**src/rtl/spq_pkg.sv**
```systemverilog
// Package for the sorted priority queue: beat types, codes and the ordering function.
package spq_pkg;

    localparam int PRIO_W    = 4;
    localparam int NAME_W    = 48;
    localparam int PAYLOAD_W = 32;
    localparam int OCC_W     = 5;

    localparam logic OP_PUSH = 1'b0;
    localparam logic OP_POP  = 1'b1;

    typedef enum logic [1:0] {
        ST_OK    = 2'd0,
        ST_FULL  = 2'd1,
        ST_EMPTY = 2'd2
    } status_t;

    typedef struct packed {
        logic                 op;
        logic [PRIO_W-1:0]    priority_req;
        logic [NAME_W-1:0]    name_key;
        logic [PAYLOAD_W-1:0] payload;
    } cmd_t;

    typedef struct packed {
        logic [1:0]           status;
        logic [PRIO_W-1:0]    head_priority;
        logic [NAME_W-1:0]    head_name;
        logic [PAYLOAD_W-1:0] head_payload;
        logic [OCC_W-1:0]     occupancy;
    } result_t;

    typedef struct packed {
        logic [PRIO_W-1:0]    prio;
        logic [NAME_W-1:0]    name;
        logic [PAYLOAD_W-1:0] payload;
    } entry_t;

    typedef struct packed {
        logic push;
        logic pop;
    } cell_ctl_t;

    // True when entry a must be served strictly before entry b.
    function automatic logic goes_before(entry_t a, entry_t b);
        return (a.prio > b.prio) || ((a.prio == b.prio) && (a.name < b.name));
    endfunction

endpackage

```
**src/rtl/spq_cell.sv**
```systemverilog
// One slot of the sorted queue chain with its own ordering compare.
module spq_cell
    import spq_pkg::*;
#(
    parameter bit IS_HEAD = 1'b0
)
(
    input  logic      clk,
    input  cell_ctl_t ctl,
    input  entry_t    new_entry,
    input  entry_t    left_entry,
    input  entry_t    right_entry,
    input  logic      left_keep,
    input  logic      valid,
    output entry_t    entry,
    output logic      keep
);

    entry_t slot_reg;
    entry_t slot_next;

    // The head stays put unless the new entry beats it; any later slot stays
    // put only while it beats the new entry.
    always_comb
    begin
        if (IS_HEAD)
        begin
            keep = valid && !goes_before(new_entry, slot_reg);
        end
        else
        begin
            keep = valid && goes_before(slot_reg, new_entry);
        end
    end

    always_comb
    begin
        slot_next = slot_reg;
        if (ctl.push)
        begin
            if (!keep)
            begin
                slot_next = left_keep ? new_entry : left_entry;
            end
        end
        else if (ctl.pop)
        begin
            slot_next = right_entry;
        end
    end

    always_ff @(posedge clk)
    begin
        slot_reg <= slot_next;
    end

    assign entry = slot_reg;

endmodule

```
**src/rtl/sorted_priority_queue_top.sv**
```systemverilog
// Top level of the sorted priority queue: cell chain, fill count and result register.
//
// The queue holds up to QUEUE_DEPTH entries in service order in a chain of
// cells, slot 0 being the head. A command beat is taken at any rising edge
// where start is high; busy never rises, so one push or pop is taken every
// clock cycle. Each cell compares its entry against the new key in parallel
// and, in the same cycle, holds, loads the new entry or takes its neighbor's,
// so the time a command takes does not depend on occupancy. The result
// beat appears on result in the cycle after the command and is marked by done
// for exactly that cycle; it must be captured then, since the block cannot be
// held off. A push into a full queue returns status full and a pop from an
// empty queue returns status empty, both leaving the queue unchanged. Head
// fields are zero except on a successful pop. Names are compared over their
// low NAME_CHARS bytes only; higher bits are dropped on entry.
module sorted_priority_queue_top
    import spq_pkg::*;
#(
    parameter int QUEUE_DEPTH = 16,
    parameter int NAME_CHARS  = 6
)
(
    input  logic    clk,
    input  logic    rst_n,
    input  logic    start,
    output logic    busy,
    input  cmd_t    cmd,
    output logic    done,
    output result_t result
);

    localparam int FILL_W    = $clog2(QUEUE_DEPTH + 1);
    localparam int NAME_BITS = (NAME_CHARS * 8 > NAME_W) ? NAME_W : NAME_CHARS * 8;
    localparam logic [NAME_W-1:0] NAME_MASK = {NAME_W{1'b1}} >> (NAME_W - NAME_BITS);
    localparam logic [FILL_W-1:0] FILL_FULL = FILL_W'(QUEUE_DEPTH);

    logic [FILL_W-1:0] fill_reg;
    logic [FILL_W-1:0] fill_next;
    logic              done_reg;
    result_t           result_reg;
    result_t           result_next;

    logic      accept;
    logic      is_full;
    logic      is_empty;
    cell_ctl_t ctl;
    entry_t    new_entry;
    entry_t    slot_q [QUEUE_DEPTH];
    logic      keep   [QUEUE_DEPTH];

    assign busy     = 1'b0;
    assign accept   = start && !busy;
    assign is_full  = (fill_reg == FILL_FULL);
    assign is_empty = (fill_reg == '0);

    assign new_entry.prio    = cmd.priority_req;
    assign new_entry.name    = cmd.name_key & NAME_MASK;
    assign new_entry.payload = cmd.payload;

    // Refused commands leave the chain untouched.
    assign ctl.push = accept && (cmd.op == OP_PUSH) && !is_full;
    assign ctl.pop  = accept && (cmd.op == OP_POP) && !is_empty;

    // Slot j loads from j-1 when the new entry lands ahead of it, and from
    // j+1 on a pop. The head loads the new entry when it does not keep.
    genvar j;
    generate
        for (j = 0; j < QUEUE_DEPTH; j++)
        begin : g_cell
            entry_t left_e;
            entry_t right_e;
            logic   left_k;

            if (j == 0)
            begin : g_head
                assign left_e = new_entry;
                assign left_k = 1'b1;
            end
            else
            begin : g_body
                assign left_e = slot_q[j-1];
                assign left_k = keep[j-1];
            end

            if (j == QUEUE_DEPTH - 1)
            begin : g_tail
                assign right_e = slot_q[j];
            end
            else
            begin : g_inner
                assign right_e = slot_q[j+1];
            end

            spq_cell #(
                .IS_HEAD (j == 0)
            ) u_cell (
                .clk         (clk),
                .ctl         (ctl),
                .new_entry   (new_entry),
                .left_entry  (left_e),
                .right_entry (right_e),
                .left_keep   (left_k),
                .valid       (FILL_W'(j) < fill_reg),
                .entry       (slot_q[j]),
                .keep        (keep[j])
            );
        end
    endgenerate

    always_comb
    begin
        fill_next = fill_reg;
        if (ctl.push)
        begin
            fill_next = fill_reg + 1'b1;
        end
        else if (ctl.pop)
        begin
            fill_next = fill_reg - 1'b1;
        end
    end

    always_comb
    begin
        result_next               = '0;
        result_next.status        = ST_OK;
        if (cmd.op == OP_PUSH)
        begin
            if (is_full)
            begin
                result_next.status = ST_FULL;
            end
        end
        else if (is_empty)
        begin
            result_next.status = ST_EMPTY;
        end
        else
        begin
            result_next.head_priority = slot_q[0].prio;
            result_next.head_name     = slot_q[0].name;
            result_next.head_payload  = slot_q[0].payload;
        end
        result_next.occupancy = OCC_W'(fill_next);
    end

    always_ff @(posedge clk or negedge rst_n)
    begin
        if (!rst_n)
        begin
            fill_reg <= '0;
            done_reg <= 1'b0;
        end
        else
        begin
            fill_reg <= fill_next;
            done_reg <= accept;
        end
    end

    always_ff @(posedge clk)
    begin
        if (accept)
        begin
            result_reg <= result_next;
        end
    end

    assign done   = done_reg;
    assign result = result_reg;

    // Every accepted command gives exactly one result beat in the next cycle.
    a_one_result: assert property (@(posedge clk) disable iff (!rst_n)
        done == $past(accept))
        else $error("result beat does not follow its command");

    // The fill count never passes the depth.
    a_fill_bound: assert property (@(posedge clk) disable iff (!rst_n)
        fill_reg <= FILL_FULL)
        else $error("fill count beyond queue depth");

    // A full refusal reports a full queue.
    a_full_occ: assert property (@(posedge clk) disable iff (!rst_n)
        (done && result.status == ST_FULL) |-> result.occupancy == OCC_W'(QUEUE_DEPTH))
        else $error("full refusal with wrong occupancy");

    // Refused commands return zero head fields and an unchanged count.
    a_refuse_zero: assert property (@(posedge clk) disable iff (!rst_n)
        (done && result.status != ST_OK) |->
        (result.head_priority == '0 && result.head_name == '0 &&
         result.head_payload == '0 && $stable(fill_reg)))
        else $error("refused command changed state or returned data");

endmodule

```
**config.mk**
```make
export PLATFORM = sky130hd
export DESIGN_NAME = sorted_priority_queue_top
export DESIGN_NICKNAME = d
export VERILOG_FILES = /design/src/rtl/spq_pkg.sv /design/src/rtl/spq_cell.sv /design/src/rtl/sorted_priority_queue_top.sv
export SDC_FILE = /design/constraint.sdc
export NUM_CORES = 2
export LEC_CHECK = 0
export CELL_PAD_IN_SITES_DETAIL_PLACEMENT = 1
export CELL_PAD_IN_SITES_GLOBAL_PLACEMENT = 2
export CORE_MARGIN = 3
export CORE_UTILIZATION = 43
export DETAILED_ROUTE_END_ITERATION = 6
export DONT_BUFFER_PORTS = 1
export PLACE_DENSITY_LB_ADDON = 0.1
export SLEW_MARGIN = 0
export SYNTH_ARGS = -nofsm -noshare
export SYNTH_HDL_FRONTEND = slang
export SYNTH_SLANG_ARGS = --single-unit
export TNS_END_PERCENT = 10
```
**constraint.sdc**
```tcl
create_clock -name clk -period 10.4 [get_ports clk]
set_clock_uncertainty 0.15 [all_clocks]
set_input_delay 0.52 -clock clk [delete_from_list [all_inputs] [get_ports clk]]
set_output_delay 0.52 -clock clk [all_outputs]
set_load 0.005 [all_outputs]
```
==> reports/metrics.yaml <==
pwr:
  total_power_mw: 25.6
  ir_drop_mv: 0.329
  leakagePower_nw: 37.9
  p_per_area_mw_per_mm2: 264
placement:
  place.gp.congestion: 0.907
  io_buffers: 0
  pre_cts_slack_ps: 3700
  dp_hpwl_mm: 231
setup_path:
  criticalPathCategory: "flop to flop"
  startpoint_type: "flop"
  cp-end-kind: "flop"
  critPathRequiredTime_ps: 10710
  cpPeakStageDelay_ps: 1080
  cp_slowest_cell: "nor3_1"
  path_cells: "ha_1 > nand4_1 > or2_1 > nor3_1 > a21boi_1 > o41a_2 > o21ai_0 > nand2_4 > buf_4"
  critPathMaxFanout: 34
  rr_worst_depth: 9
  cp_data_arrival_time_ps: 6700
grt:
  grt_pass1_vias: 73300
  grt.overflow.total: 0
  antenna_found_initial: 25
  track_usage_pct: 32.9
  grt_pass1_wl_mm: 517
  grt_max_degree: 231
drt:
  vias_per_cell: 6.48
  drt-pass1-iter-count: 6
  route.detailed.drc: 0
  wirelength_mm: 355
  via_count: 72200
  wire_per_inst_um: 31.9
  drt_iter0_drc: 7451
  ant_nets: 0
logic_synthesis:
  ys_seq_area_share_pct: 48.8
  syn_inst: 8571
  ys_warn_count: 0
  avgSynthCellArea_um2: 10.3
  async_flop_share_pct: 0.416
  synth_area_mm2: 0.0886
  syn_nets: 9478
  synth_ff_type: "edfxtp_1"
  post_synth_num_cell_types: 76
  synth_edf_count: 1435
  ys_ff_latch: 1441
clock_network:
  cts_buffer_depth: 3
  cts_setup_buffers: 0
  cts_root_buf: "clkbuf_16"
  cts_tree: "yes"
  cts_sinks: 1441
  htreeDepth: 4
  clk-insertion-delay-late_ps: 850
  cts_buffers: 175
  clk_pin_slew_ps: 60
sta:
  setup_viol: 0
  hold_ws_ps: 35.9
  slew_violations: 0
  worstMarginPinSlew_ps: 1340
  min_period_over_period_pct: 61.4
  final-hold-violation-count: 0
  tns_ps: 0
  fin_crit_ps: 6390
  fin_ws_ps: 4010
  clock.fmax_mhz: 157
  relSlewSlack_pct: 10.3
  rsz0062_at_grt: "no"
die:
  fp.dieH_um: 460
  start_util_pct: 43.5
  die_w_um: 460
  num_io_pins: 181
  core_mm2: 0.204
  rows: 165
  die_area_mm2: 0.211
finish:
  final_cell_mix: "nand2_1 (1437), edfxtp_1 (1435), ha_1 (819)"
  nNetsFinal: 9220
  n_fill_cell: 21900
  drive_gt1_share_pct: 5.89
  largest_reg_flops: 1344
  syn_to_final_growth_pct: 9.54
  final_common_cell: "nand2_1"
outcome:
  run_status: "finished clean"
hold_path:
  min_path_cells: 2
  hold_class: "input pin to flop"
job:
  cap_violations: 0
## layer usage
| metal | routed length, um | GRT usage [%] | vias up | share of wire (%) |
|---|---|---|---|---|
| met3 | 24600 | 5.26 | 504 | 6.9 |
| met4 | 11700 | 10.4 | 14 | 3.3 |
| met2 | 162000 | 52.0 | 2517 | 46 |
| met5 | 87 | 0 | - | 0.024 |
| met1 | 157000 | 46.2 | 37200 | 44 |
| li1 | - | - | 31900 | - |
## what timing repair did
item,4_1_cts,5_1_grt
hold endpoints to repair,818,0
hold buffers,89,0
gates resized for setup,0,0
## per-stage QoR
stage               area (um^2)  utilization [%]  std cells
CTS                       97000             47.6      11100
finish                    97000             47.7      11100
floorplan                 88600                -       8571
global route              97000             47.7      11100
global placement          90500             44.5      10700
detailed placement        90600             44.5      10700
## cell type report
type | count | area (um^2) | area share (%)
Antenna cell | 10 | 25.0 | 0.0258
Clock buffer | 212 | 4540 | 4.68
Clock inverter | 105 | 970 | 0.999
Inverter | 137 | 514 | 0.530
Multi-Input combinational cell | 6344 | 42400 | 43.7
Sequential cell | 1441 | 43200 | 44.6
Tap cell | 2672 | 3340 | 3.45
Timing Repair Buffer | 214 | 1980 | 2.04
## path summary, 6_finish.rpt
| path | endpoint | startpoint | slack, ps |
|---|---|---|---|
| setup / recovery | g_cell[6].u_cell.entry[26] | g_cell[6].u_cell.entry[78] | 4010 |
| hold / removal | g_cell[0].u_cell.entry[40] | cmd[40] | 40 |
| setup reg to reg | g_cell[6].u_cell.entry[26] | g_cell[6].u_cell.entry[78] | 4010 |
| hold reg to reg | g_cell[14].u_cell.entry[25] | g_cell[15].u_cell.entry[25] | 380 |
| max in group asynchronous | done | rst_n | 9500 |
| min in group asynchronous | fill_reg[4] | rst_n | 70 |
## kinds of logic (layout without fill, tap and decap cells)
group                      after synthesis  in the layout  synth area share, %
and+or+nand+nor                       3067           3067                 15.8
AOI/OAI and AO/OA                     2004           2004                 14.6
DFF                                   1441           1441                 48.8
adders and majority gates              819            819                 11.6
buffers and inverters                  786            668                 3.72
muxes                                  451            451                 5.43
xor gates and xnor gates                 2              2               0.0198
other                                    1             11              0.00423
## worst max-delay path: cells and delay by family (launching register included)
family	cells	cell delay [ps]
AOI/OAI and AO/OA	3	2020
adders and majority gates	1	340
buffers and inverters	1	710
DFF	1	470
and+or+nand+nor	4	2190
## power breakdown
part | internal [mW] | switching (mW) | total [mW]
clock network | 3.42 | 2.70 | 6.11
logic | 2.97 | 6.61 | 9.58
registers | 8.64 | 1.28 | 9.92
## synthesized netlist by cell type (92+ instances only)
| library cell | instances | area (um^2) |
|---|---|---|
| clkbuf_1 | 452 | 1700 |
| buf_2 | 118 | 591 |
| inv_1 | 137 | 514 |
| nand2_1 | 1449 | 5440 |
| o211ai_1 | 604 | 4530 |
| a21oi_1 | 342 | 1710 |
| nand4_1 | 113 | 707 |
| nand3_1 | 776 | 3880 |
| edfxtp_1 | 1435 | 43100 |
| a31oi_1 | 92 | 576 |
| o21ai_0 | 510 | 2550 |
| ha_1 | 819 | 10200 |
| a21o_1 | 130 | 976 |
| mux2i_1 | 368 | 3680 |
| nor2_1 | 303 | 1140 |
(Power assumes the default switching activity.)
